--- src/design/svgrip_pkg.sv ---
package svgrip_pkg;

   localparam int unsigned NUM_SLOTS = 3;

   typedef enum logic [1:0] {
      MODE_TICK = 2'd0,
      MODE_MOVE = 2'd1,
      MODE_GRIP = 2'd2
   } mode_type;

   typedef enum logic [1:0] {
      CHAN_SHOULDER = 2'd0,
      CHAN_WRIST    = 2'd1,
      CHAN_GRIPPER  = 2'd2
   } chan_type;

   typedef enum logic [1:0] {
      CSR_SHOULDER_TRIM = 2'd0,
      CSR_WRIST_TRIM    = 2'd1,
      CSR_GRIP_OFFSET   = 2'd2,
      CSR_GRIP_DURATION = 2'd3
   } csr_index_type;

   localparam logic [7:0]         MAX_ANGLE      = 8'd180;
   localparam logic [7:0]         HOME_ANGLE     = 8'd90;
   localparam logic [15:0]        RESET_INTERVAL = 16'd30;
   localparam logic [15:0]        RESET_DURATION = 16'd800;
   localparam logic [15:0]        SAT16          = 16'hFFFF;
   localparam logic signed [12:0] CENTER_US      = 13'sd1500;
   localparam logic signed [12:0] CLOSE_US       = 13'sd1800;
   localparam logic signed [12:0] OPEN_US        = 13'sd1200;
   // floor(us * 4096 / 20000) == (us * TICK_RECIP) >> 24 for every us below 4096.
   localparam logic [21:0]        TICK_RECIP     = 22'd3435974;
   localparam logic [11:0]        NEUTRAL_TICKS  = 12'(1500 * 4096 / 20000);

   typedef logic [10:0] angle_us_table_type [0:255];

   function automatic angle_us_table_type build_angle_us();
      angle_us_table_type t;
      for (int a = 0; a < 256; a++) begin
         t[a] = 11'(((a > 180) ? 180 : a) * 1000 / 180 + 1000);
      end
      return t;
   endfunction

   localparam angle_us_table_type ANGLE_US_TABLE = build_angle_us();

   function automatic logic [10:0] angle_us(input logic [7:0] a);
      return ANGLE_US_TABLE[a];
   endfunction

   function automatic logic [11:0] us_to_ticks(input logic signed [12:0] us);
      logic [33:0] prod;
      prod = {22'd0, us[11:0]} * {12'd0, TICK_RECIP};
      if (us < 0) begin
         return 12'd0;
      end
      return {2'b00, prod[33:24]};
   endfunction

   function automatic logic [7:0] clamp_angle(input logic [7:0] a);
      return (a > MAX_ANGLE) ? MAX_ANGLE : a;
   endfunction

   typedef struct packed {
      chan_type   channel;
      logic [11:0] ticks;
   } entry_type;

   typedef struct packed {
      entry_type [NUM_SLOTS-1:0] entry;
      logic [1:0]                count;
   } bundle_type;

endpackage

--- src/design/svgrip_if.sv ---
interface svgrip_req_if;
   logic        valid;
   logic        ready;
   logic [1:0]  mode;
   logic [7:0]  target_shoulder;
   logic [7:0]  target_wrist;
   logic [15:0] step_interval;
   logic        grip_close;

   modport source(output valid, mode, target_shoulder, target_wrist, step_interval,
                  grip_close, input ready);
   modport sink(input valid, mode, target_shoulder, target_wrist, step_interval,
                grip_close, output ready);
endinterface

interface svgrip_rsp_if;
   logic        valid;
   logic        ready;
   logic [1:0]  channel;
   logic [11:0] pulse_ticks;
   logic        last;

   modport source(output valid, channel, pulse_ticks, last, input ready);
   modport sink(input valid, channel, pulse_ticks, last, output ready);
endinterface

interface svgrip_csr_if;
   logic        valid;
   logic        ready;
   logic [1:0]  index;
   logic [15:0] data;

   modport source(output valid, index, data, input ready);
   modport sink(input valid, index, data, output ready);
endinterface

--- src/design/svgrip_serializer.sv ---
module svgrip_serializer
   import svgrip_pkg::*;
(
   input  logic       clock,
   input  logic       reset,
   input  logic       load,
   input  bundle_type bundle,
   output logic       free,
   svgrip_rsp_if.source rsp
);

   bundle_type bundle_ff;
   logic [1:0] count_ff, count_in;
   logic [1:0] ptr_ff, ptr_in;
   logic       last_now;
   logic       take;

   assign last_now    = (ptr_ff == count_ff - 2'd1);
   assign take        = rsp.valid && rsp.ready;
   assign rsp.valid   = (count_ff != 2'd0);
   assign rsp.channel = bundle_ff.entry[ptr_ff].channel;
   assign rsp.pulse_ticks = bundle_ff.entry[ptr_ff].ticks;
   assign rsp.last    = last_now;

   // The bundle frees up in the same cycle its final item leaves.
   assign free = (count_ff == 2'd0) || (rsp.ready && last_now);

   always_comb begin
      count_in = count_ff;
      ptr_in   = ptr_ff;
      if (load) begin
         count_in = bundle.count;
         ptr_in   = 2'd0;
      end else if (take) begin
         if (last_now) begin
            count_in = 2'd0;
            ptr_in   = 2'd0;
         end else begin
            ptr_in = ptr_ff + 2'd1;
         end
      end
   end

   always_ff @(posedge clock) begin
      if (reset) begin
         count_ff <= 2'd0;
         ptr_ff   <= 2'd0;
      end else begin
         count_ff <= count_in;
         ptr_ff   <= ptr_in;
      end
   end

   always_ff @(posedge clock) begin
      if (load) begin
         bundle_ff <= bundle;
      end
   end

endmodule

--- src/design/servo_slew_and_gripper_pulse.sv ---
// Channel  Dir  Handshake     Payload
// req_ch   in   valid/ready   mode, target_shoulder, target_wrist, step_interval, grip_close
// rsp_ch   out  valid/ready   channel, pulse_ticks, last
// csr_ch   in   valid/ready   index, data (always ready)
//
// An item is registered on acceptance and processed once the result bundle is
// free; it then yields zero to three results, one per cycle while rsp_ch is ready.
// A tick that moves both joints and releases the gripper yields three results,
// which leave in turn through the single result port; the next item is
// processed in the cycle the last of them leaves.
// Reset is synchronous and restores home angles and default registers.
// A stalled rsp_ch holds one waiting item in the input register.
module servo_slew_and_gripper_pulse
   import svgrip_pkg::*;
(
   input logic clock,
   input logic reset,
   svgrip_req_if.sink   req_ch,
   svgrip_rsp_if.source rsp_ch,
   svgrip_csr_if.sink   csr_ch
);

   // Configuration registers.
   logic [7:0]  sh_trim_ff;
   logic [7:0]  wr_trim_ff;
   logic [9:0]  grip_offset_ff;
   logic [15:0] grip_duration_ff;

   // Block state.
   logic [7:0]  sh_angle_ff, sh_angle_in;
   logic [7:0]  sh_goal_ff, sh_goal_in;
   logic [7:0]  wr_angle_ff, wr_angle_in;
   logic [7:0]  wr_goal_ff, wr_goal_in;
   logic [15:0] interval_ff, interval_in;
   logic [15:0] move_elapsed_ff, move_elapsed_in;
   logic        grip_busy_ff, grip_busy_in;
   logic [15:0] grip_elapsed_ff, grip_elapsed_in;

   // Input register.
   logic        in_valid_ff, in_valid_in;
   logic [1:0]  in_mode_ff;
   logic [7:0]  in_sh_ff;
   logic [7:0]  in_wr_ff;
   logic [15:0] in_interval_ff;
   logic        in_close_ff;

   logic        free;
   logic        process;
   bundle_type  bundle;

   logic [15:0] move_inc;
   logic [15:0] grip_inc;
   logic        step_due;
   logic [7:0]  sh_step;
   logic [7:0]  wr_step;
   logic        sh_moved;
   logic        wr_moved;
   logic        grip_done;
   logic signed [12:0] sh_us;
   logic signed [12:0] wr_us;
   logic signed [12:0] grip_us;
   logic [11:0] grip_ticks;
   logic [NUM_SLOTS-1:0] cand_valid;
   entry_type   [NUM_SLOTS-1:0] cand;
   logic [1:0]  fill;

   assign csr_ch.ready = 1'b1;
   assign process      = in_valid_ff && free;
   assign req_ch.ready = !in_valid_ff || free;

   always_ff @(posedge clock) begin
      if (reset) begin
         sh_trim_ff       <= HOME_ANGLE;
         wr_trim_ff       <= HOME_ANGLE;
         grip_offset_ff   <= 10'd0;
         grip_duration_ff <= RESET_DURATION;
      end else if (csr_ch.valid) begin
         case (csr_index_type'(csr_ch.index))
            CSR_SHOULDER_TRIM: sh_trim_ff       <= clamp_angle(csr_ch.data[7:0]);
            CSR_WRIST_TRIM:    wr_trim_ff       <= clamp_angle(csr_ch.data[7:0]);
            CSR_GRIP_OFFSET:   grip_offset_ff   <= csr_ch.data[9:0];
            CSR_GRIP_DURATION: grip_duration_ff <= csr_ch.data;
            default: begin
            end
         endcase
      end
   end

   assign in_valid_in = (req_ch.valid && req_ch.ready) || (in_valid_ff && !process);

   always_ff @(posedge clock) begin
      if (reset) begin
         in_valid_ff <= 1'b0;
      end else begin
         in_valid_ff <= in_valid_in;
      end
   end

   always_ff @(posedge clock) begin
      if (req_ch.valid && req_ch.ready) begin
         in_mode_ff     <= req_ch.mode;
         in_sh_ff       <= req_ch.target_shoulder;
         in_wr_ff       <= req_ch.target_wrist;
         in_interval_ff <= req_ch.step_interval;
         in_close_ff    <= req_ch.grip_close;
      end
   end

   // Tick arithmetic: saturating counters and one-degree steps.
   assign move_inc = (move_elapsed_ff == SAT16) ? SAT16 : move_elapsed_ff + 16'd1;
   assign grip_inc = (grip_elapsed_ff == SAT16) ? SAT16 : grip_elapsed_ff + 16'd1;
   assign step_due = (move_inc >= interval_ff);
   assign sh_moved = (sh_angle_ff != sh_goal_ff);
   assign wr_moved = (wr_angle_ff != wr_goal_ff);
   assign sh_step  = (sh_angle_ff < sh_goal_ff) ? sh_angle_ff + 8'd1 :
                     (sh_angle_ff > sh_goal_ff) ? sh_angle_ff - 8'd1 : sh_angle_ff;
   assign wr_step  = (wr_angle_ff < wr_goal_ff) ? wr_angle_ff + 8'd1 :
                     (wr_angle_ff > wr_goal_ff) ? wr_angle_ff - 8'd1 : wr_angle_ff;
   assign grip_done = grip_busy_ff && (grip_inc >= grip_duration_ff);

   // Pulse widths in microseconds; the trim is the trim angle's width less center.
   assign sh_us = $signed({2'b00, angle_us(sh_step)}) +
                  $signed({2'b00, angle_us(sh_trim_ff)}) - CENTER_US;
   assign wr_us = $signed({2'b00, angle_us(wr_step)}) +
                  $signed({2'b00, angle_us(wr_trim_ff)}) - CENTER_US;
   assign grip_us = (in_close_ff ? CLOSE_US : OPEN_US) +
                    $signed({{3{grip_offset_ff[9]}}, grip_offset_ff});
   assign grip_ticks = (mode_type'(in_mode_ff) == MODE_TICK) ? NEUTRAL_TICKS :
                       us_to_ticks(grip_us);

   always_comb begin
      cand[0].channel = CHAN_SHOULDER;
      cand[0].ticks   = us_to_ticks(sh_us);
      cand[1].channel = CHAN_WRIST;
      cand[1].ticks   = us_to_ticks(wr_us);
      cand[2].channel = CHAN_GRIPPER;
      cand[2].ticks   = grip_ticks;
      cand_valid      = '0;
      case (mode_type'(in_mode_ff))
         MODE_TICK: begin
            cand_valid[0] = step_due && sh_moved;
            cand_valid[1] = step_due && wr_moved;
            cand_valid[2] = grip_done;
         end
         MODE_GRIP: begin
            cand_valid[2] = !grip_busy_ff;
         end
         default: begin
         end
      endcase
   end

   // Pack the valid results to the front of the bundle, shoulder first.
   always_comb begin
      fill         = 2'd0;
      bundle.entry = cand;
      for (int i = 0; i < NUM_SLOTS; i++) begin
         if (cand_valid[i]) begin
            bundle.entry[fill] = cand[i];
            fill = fill + 2'd1;
         end
      end
      bundle.count = fill;
   end

   always_comb begin
      sh_angle_in     = sh_angle_ff;
      sh_goal_in      = sh_goal_ff;
      wr_angle_in     = wr_angle_ff;
      wr_goal_in      = wr_goal_ff;
      interval_in     = interval_ff;
      move_elapsed_in = move_elapsed_ff;
      grip_busy_in    = grip_busy_ff;
      grip_elapsed_in = grip_elapsed_ff;
      if (process) begin
         case (mode_type'(in_mode_ff))
            MODE_TICK: begin
               move_elapsed_in = move_inc;
               grip_elapsed_in = grip_inc;
               if (step_due) begin
                  move_elapsed_in = 16'd0;
                  sh_angle_in     = sh_step;
                  wr_angle_in     = wr_step;
               end
               if (grip_done) begin
                  grip_busy_in = 1'b0;
               end
            end
            MODE_MOVE: begin
               sh_goal_in  = clamp_angle(in_sh_ff);
               wr_goal_in  = clamp_angle(in_wr_ff);
               interval_in = in_interval_ff;
            end
            MODE_GRIP: begin
               if (!grip_busy_ff) begin
                  grip_elapsed_in = 16'd0;
                  grip_busy_in    = 1'b1;
               end
            end
            default: begin
            end
         endcase
      end
   end

   always_ff @(posedge clock) begin
      if (reset) begin
         sh_angle_ff     <= HOME_ANGLE;
         sh_goal_ff      <= HOME_ANGLE;
         wr_angle_ff     <= HOME_ANGLE;
         wr_goal_ff      <= HOME_ANGLE;
         interval_ff     <= RESET_INTERVAL;
         move_elapsed_ff <= 16'd0;
         grip_busy_ff    <= 1'b0;
         grip_elapsed_ff <= 16'd0;
      end else begin
         sh_angle_ff     <= sh_angle_in;
         sh_goal_ff      <= sh_goal_in;
         wr_angle_ff     <= wr_angle_in;
         wr_goal_ff      <= wr_goal_in;
         interval_ff     <= interval_in;
         move_elapsed_ff <= move_elapsed_in;
         grip_busy_ff    <= grip_busy_in;
         grip_elapsed_ff <= grip_elapsed_in;
      end
   end

   svgrip_serializer u_serializer (
      .clock  (clock),
      .reset  (reset),
      .load   (process),
      .bundle (bundle),
      .free   (free),
      .rsp    (rsp_ch)
   );

endmodule

--- src/flat_wrapper.sv ---
// flat-port wrapper written by rule: the top's interface ports become plain ports
module servo_slew_and_gripper_pulse_flat import svgrip_pkg::*;
  (clock, reset, req_ch_valid, req_ch_mode, req_ch_target_shoulder, req_ch_target_wrist, req_ch_step_interval, req_ch_grip_close, req_ch_ready, rsp_ch_valid, rsp_ch_channel, rsp_ch_pulse_ticks, rsp_ch_last, rsp_ch_ready, csr_ch_valid, csr_ch_index, csr_ch_data, csr_ch_ready);
  svgrip_req_if req_ch_i ();
  svgrip_rsp_if rsp_ch_i ();
  svgrip_csr_if csr_ch_i ();
  input logic clock;
  input logic reset;
  input wire logic [$bits(req_ch_i.valid)-1:0] req_ch_valid;
  input wire logic [$bits(req_ch_i.mode)-1:0] req_ch_mode;
  input wire logic [$bits(req_ch_i.target_shoulder)-1:0] req_ch_target_shoulder;
  input wire logic [$bits(req_ch_i.target_wrist)-1:0] req_ch_target_wrist;
  input wire logic [$bits(req_ch_i.step_interval)-1:0] req_ch_step_interval;
  input wire logic [$bits(req_ch_i.grip_close)-1:0] req_ch_grip_close;
  output wire logic [$bits(req_ch_i.ready)-1:0] req_ch_ready;
  output wire logic [$bits(rsp_ch_i.valid)-1:0] rsp_ch_valid;
  output wire logic [$bits(rsp_ch_i.channel)-1:0] rsp_ch_channel;
  output wire logic [$bits(rsp_ch_i.pulse_ticks)-1:0] rsp_ch_pulse_ticks;
  output wire logic [$bits(rsp_ch_i.last)-1:0] rsp_ch_last;
  input wire logic [$bits(rsp_ch_i.ready)-1:0] rsp_ch_ready;
  input wire logic [$bits(csr_ch_i.valid)-1:0] csr_ch_valid;
  input wire logic [$bits(csr_ch_i.index)-1:0] csr_ch_index;
  input wire logic [$bits(csr_ch_i.data)-1:0] csr_ch_data;
  output wire logic [$bits(csr_ch_i.ready)-1:0] csr_ch_ready;
  assign req_ch_i.valid = req_ch_valid;
  assign req_ch_i.mode = req_ch_mode;
  assign req_ch_i.target_shoulder = req_ch_target_shoulder;
  assign req_ch_i.target_wrist = req_ch_target_wrist;
  assign req_ch_i.step_interval = req_ch_step_interval;
  assign req_ch_i.grip_close = req_ch_grip_close;
  assign req_ch_ready = req_ch_i.ready;
  assign rsp_ch_valid = rsp_ch_i.valid;
  assign rsp_ch_channel = rsp_ch_i.channel;
  assign rsp_ch_pulse_ticks = rsp_ch_i.pulse_ticks;
  assign rsp_ch_last = rsp_ch_i.last;
  assign rsp_ch_i.ready = rsp_ch_ready;
  assign csr_ch_i.valid = csr_ch_valid;
  assign csr_ch_i.index = csr_ch_index;
  assign csr_ch_i.data = csr_ch_data;
  assign csr_ch_ready = csr_ch_i.ready;
  servo_slew_and_gripper_pulse u_core (.clock(clock), .reset(reset), .req_ch(req_ch_i), .rsp_ch(rsp_ch_i), .csr_ch(csr_ch_i));
endmodule
--- config.mk ---
export PLATFORM = sky130hd
export DESIGN_NAME = servo_slew_and_gripper_pulse_flat
export DESIGN_NICKNAME = d
export VERILOG_FILES = /design/src/design/svgrip_pkg.sv /design/src/design/svgrip_if.sv /design/src/design/svgrip_serializer.sv /design/src/design/servo_slew_and_gripper_pulse.sv /design/src/flat_wrapper.sv
export SDC_FILE = /design/constraint.sdc
export NUM_CORES = 2
export LEC_CHECK = 0
export ABC_AREA = 1
export BUFFER_PORTS_ARGS = -buffer_cell sky130_fd_sc_hd__buf_2
export CAP_MARGIN = 30
export CORE_MARGIN = 2
export CORE_UTILIZATION = 40
export DETAILED_ROUTE_END_ITERATION = 7
export MAX_ROUTING_LAYER = met4
export PLACE_DENSITY_LB_ADDON = 0.15
export SYNTH_ARGS = -nofsm -noshare
export SYNTH_HDL_FRONTEND = slang
export SYNTH_SLANG_ARGS = --single-unit
--- constraint.sdc ---
create_clock -name clock -period 12.3 [get_ports clock]
set_input_delay 1.845 -clock clock [delete_from_list [all_inputs] [get_ports clock]]
set_output_delay 1.845 -clock clock [all_outputs]
set_load 0.01 [all_outputs]
==> results.cfg <==
[outcome]
result_of_the_run = completed

[detailed_routing]
route.final.wire_length_mm = 98.9
routed_wire_length_per_instance_um = 17.5
detail_route.first_pass.iterations = 6
remaining_drc_errors = 0
route.vias.total = 30079
final_antenna_net_count = 0
detail_route.vias_per_cell = 5.31
drt_iter0_markers = 2399

[setup_path]
r2r.worst_path.cells = 52
timing.setup.critical_path_class = flop to flop
crit_path_top_delay_cell = fa_1
crit_path_max_incr_delay_ns = 0.57
worst_ep_arrival_time_ns = 11.05
worst_path_most_repeated_cell = nand2_1
critical_path_launch_point_type = flop
r2r_slack_ns = 1.50
critical_path_sink_type = flop
worst_r2r_startpoint = u_core.sh_angle_ff[4]
worst_r2r_endpoint = u_core.u_serializer.bundle_ff[11]
cp_data_required_time_ns = 12.55
critPathMaxFanout = 20

[sta]
layout_min_cycle_time_ns = 10.80
timing.final.hold_violations = 0
worst_slew_margin_rel_pct = 34.8
rsz0062_at_grt = false
setup-violations-final = 0
tightestPinTransition_ns = 0.970
finalSetupTns_ns = 0
max_clock_freq_mhz = 92.6
skew_ns = 0.0140
post_route_fraction_of_the_period_consumed_by_the_critical_path_pct = 87.8
drv_slew = 0

[clock_network]
clk_latency_ns = 0.49
clk_path_buf_depth = 2
post_cts_resize_count = 0
cts.repair_timing.setup_buffer_count = 0
path_clk_slew_ns = 0.08
number_of_sinks_on_the_clock_net = 197
cts_root_buffer = clkbuf_16
htree_num_levels = 4
number_of_buffers_inserted_during_clock_tree_synthesis = 17
postCtsHoldBufs = 0
cts_tree = done

[yosys]
synth.distinct_cells = 70
syn-instance-count = 4604
largest_cells_by_area_after_synthesis = ha_1, fa_1, nand2_1, inv_1, dfxtp_1
synth.yosys.seq_area_share_pct = 14.5
synth-main-ff-cell = dfxtp_1
synth_commonest_cells = nand2_1, inv_1, ha_1
synth_area_per_cell_um2 = 6.93
postSynth.asyncResetShare_pct = 0
yosysMostFrequentCell = nand2_1
edff_count_synth = 69
synth.ff_latch_count = 197
yosysWarningCount = 0
cell_area_after_technology_mapping_um2 = 31900
netlist.area_leader.share_pct = 16.4
yosysTopAreaCell = ha_1

[die]
boundaryPins = 76
initial_utilization_pct = 40.4
rows = 103
design.core.area_um2 = 79000
die-width_um = 286
die_footprint_um2 = 82100
y_dimension_of_the_die_um = 286

[placement]
number_of_buffers_added_on_ports = 72
dpl.hpwl_mm = 80.8
dp_cells = 5632
place.gp.congestion = 0.943

[layout]
layout.core_utilization_pct = 42.8
final_net_count = 5326
area_delta_synth_final_pct = 5.86
final_cell_count_no_fill = 5666
post_route_cells_drive_above_1_share_pct = 5.01

[worst_hold_path]
worstHoldPathCells = 2
min_to = u_core.grip_duration_ff[1]
holdCritStartpoint = u_core.grip_duration_ff[1]
holdCritPathClass = flop to flop

[grt]
vias_in_the_first_global_route = 29036
wire_length_of_the_first_global_routing_pass_mm = 158
gr-usage-all-layers_pct = 24.9
grt_start_max_net_pins = 56
antenna_found_initial = 3
grt_total_ovfl = 0

[flow_run]
cap_viol_max_count = 0
[through the flow]
stage	setup slack [ns]	cell area [um2]	hold slack, ns
global route	0.590	33800	0.487
global placement	1.52	33200	0.451
CTS	1.50	33800	0.468
finish	1.50	33800	0.463
floorplan	3.17	31900	0.435
detailed placement	1.52	33200	0.449
[critical path, delay by kind of cell (launching register included)]
kind                       cells  cell delay [ns]
AOI/OAI and AO/OA             14             2.06
xor gates and xnor gates       1             0.36
buffers and inverters          6             0.53
adders and majority gates     11             4.46
DFF                            1             0.56
and+or+nand+nor               20             2.58
[cell type report]
type	instances	area [um2]
flip-flops and latches	197	4630
multi-input cells	3390	23300
clock buffers	19	443
diodes	2	5.00
inverters	899	3380
repair buffers	96	573
fillers	8330	45200
clock inverters	13	114
well taps	1050	1310
[per-layer routing]
layer  vias up  part of all wire, %  GRT usage (%)
met3       164                  5.3           2.61
met4         0                  2.9           7.53
met1     14135                   46           33.8
met2       912                   46           39.2
li1      14868                    -              -
met5         -                    0              -
[state kept, by name (all words and copies together), names as in the netlist]
register / count
u_core.u_serializer.bundle_ff: 34
u_core.grip_duration_ff: 16
u_core.grip_elapsed_ff: 16
u_core.in_interval_ff: 16
u_core.interval_ff: 16
u_core.move_elapsed_ff: 16
u_core.grip_offset_ff: 10
u_core.in_sh_ff: 8
u_core.in_wr_ff: 8
u_core.sh_angle_ff: 8
u_core.sh_goal_ff: 8
u_core.sh_trim_ff: 8
u_core.wr_angle_ff: 8
u_core.wr_goal_ff: 8
u_core.wr_trim_ff: 8
u_core.in_mode_ff: 2
u_core.u_serializer.count_ff: 2
u_core.u_serializer.ptr_ff: 2
u_core.grip_busy_ff: 1
u_core.in_close_ff: 1
u_core.in_valid_ff: 1
[worst max-delay path by stage]
stage	from	slack, ns	endpoint	cells past startpoint
after floorplan	u_core.wr_angle_ff[2]	3.17	u_core.u_serializer.bundle_ff[6]	55
after global placement	u_core.sh_angle_ff[4]	1.52	u_core.u_serializer.bundle_ff[11]	52
after detailed placement	u_core.sh_angle_ff[4]	1.52	u_core.u_serializer.bundle_ff[11]	52
after CTS	u_core.sh_angle_ff[4]	1.50	u_core.u_serializer.bundle_ff[11]	52
after global routing	u_core.sh_angle_ff[3]	0.59	u_core.u_serializer.bundle_ff[7]	57
final	u_core.sh_angle_ff[4]	1.50	u_core.u_serializer.bundle_ff[11]	52
[logic make-up (layout without fill, tap and decap cells)]
logic type      Yosys count  after routing  share of synthesized area, %
xor+xnor                 61             61                          1.76
buf+inv                1018           1027                          12.5
flops                   197            197                          14.5
simple gates           1827           1827                          24.2
other cells               2              5                        0.0235
fa+ha+maj               667            667                          32.0
compound gates          832            832                          15.1
[cells in the final DEF (no fill, tap or decap), types with 69 or more instances in the layout]
master and n:
o21ai_0 270, nand3_1 285, dfxtp_1 128, ha_1 419, nor2_1 370, buf_2 72, inv_1 873, fa_1 248
nand2_1 998, edfxtp_1 69, a21oi_1 301
Power is not shown: default switching activity piles up to over one toggle a cycle in this logic, so the estimate is an artifact.
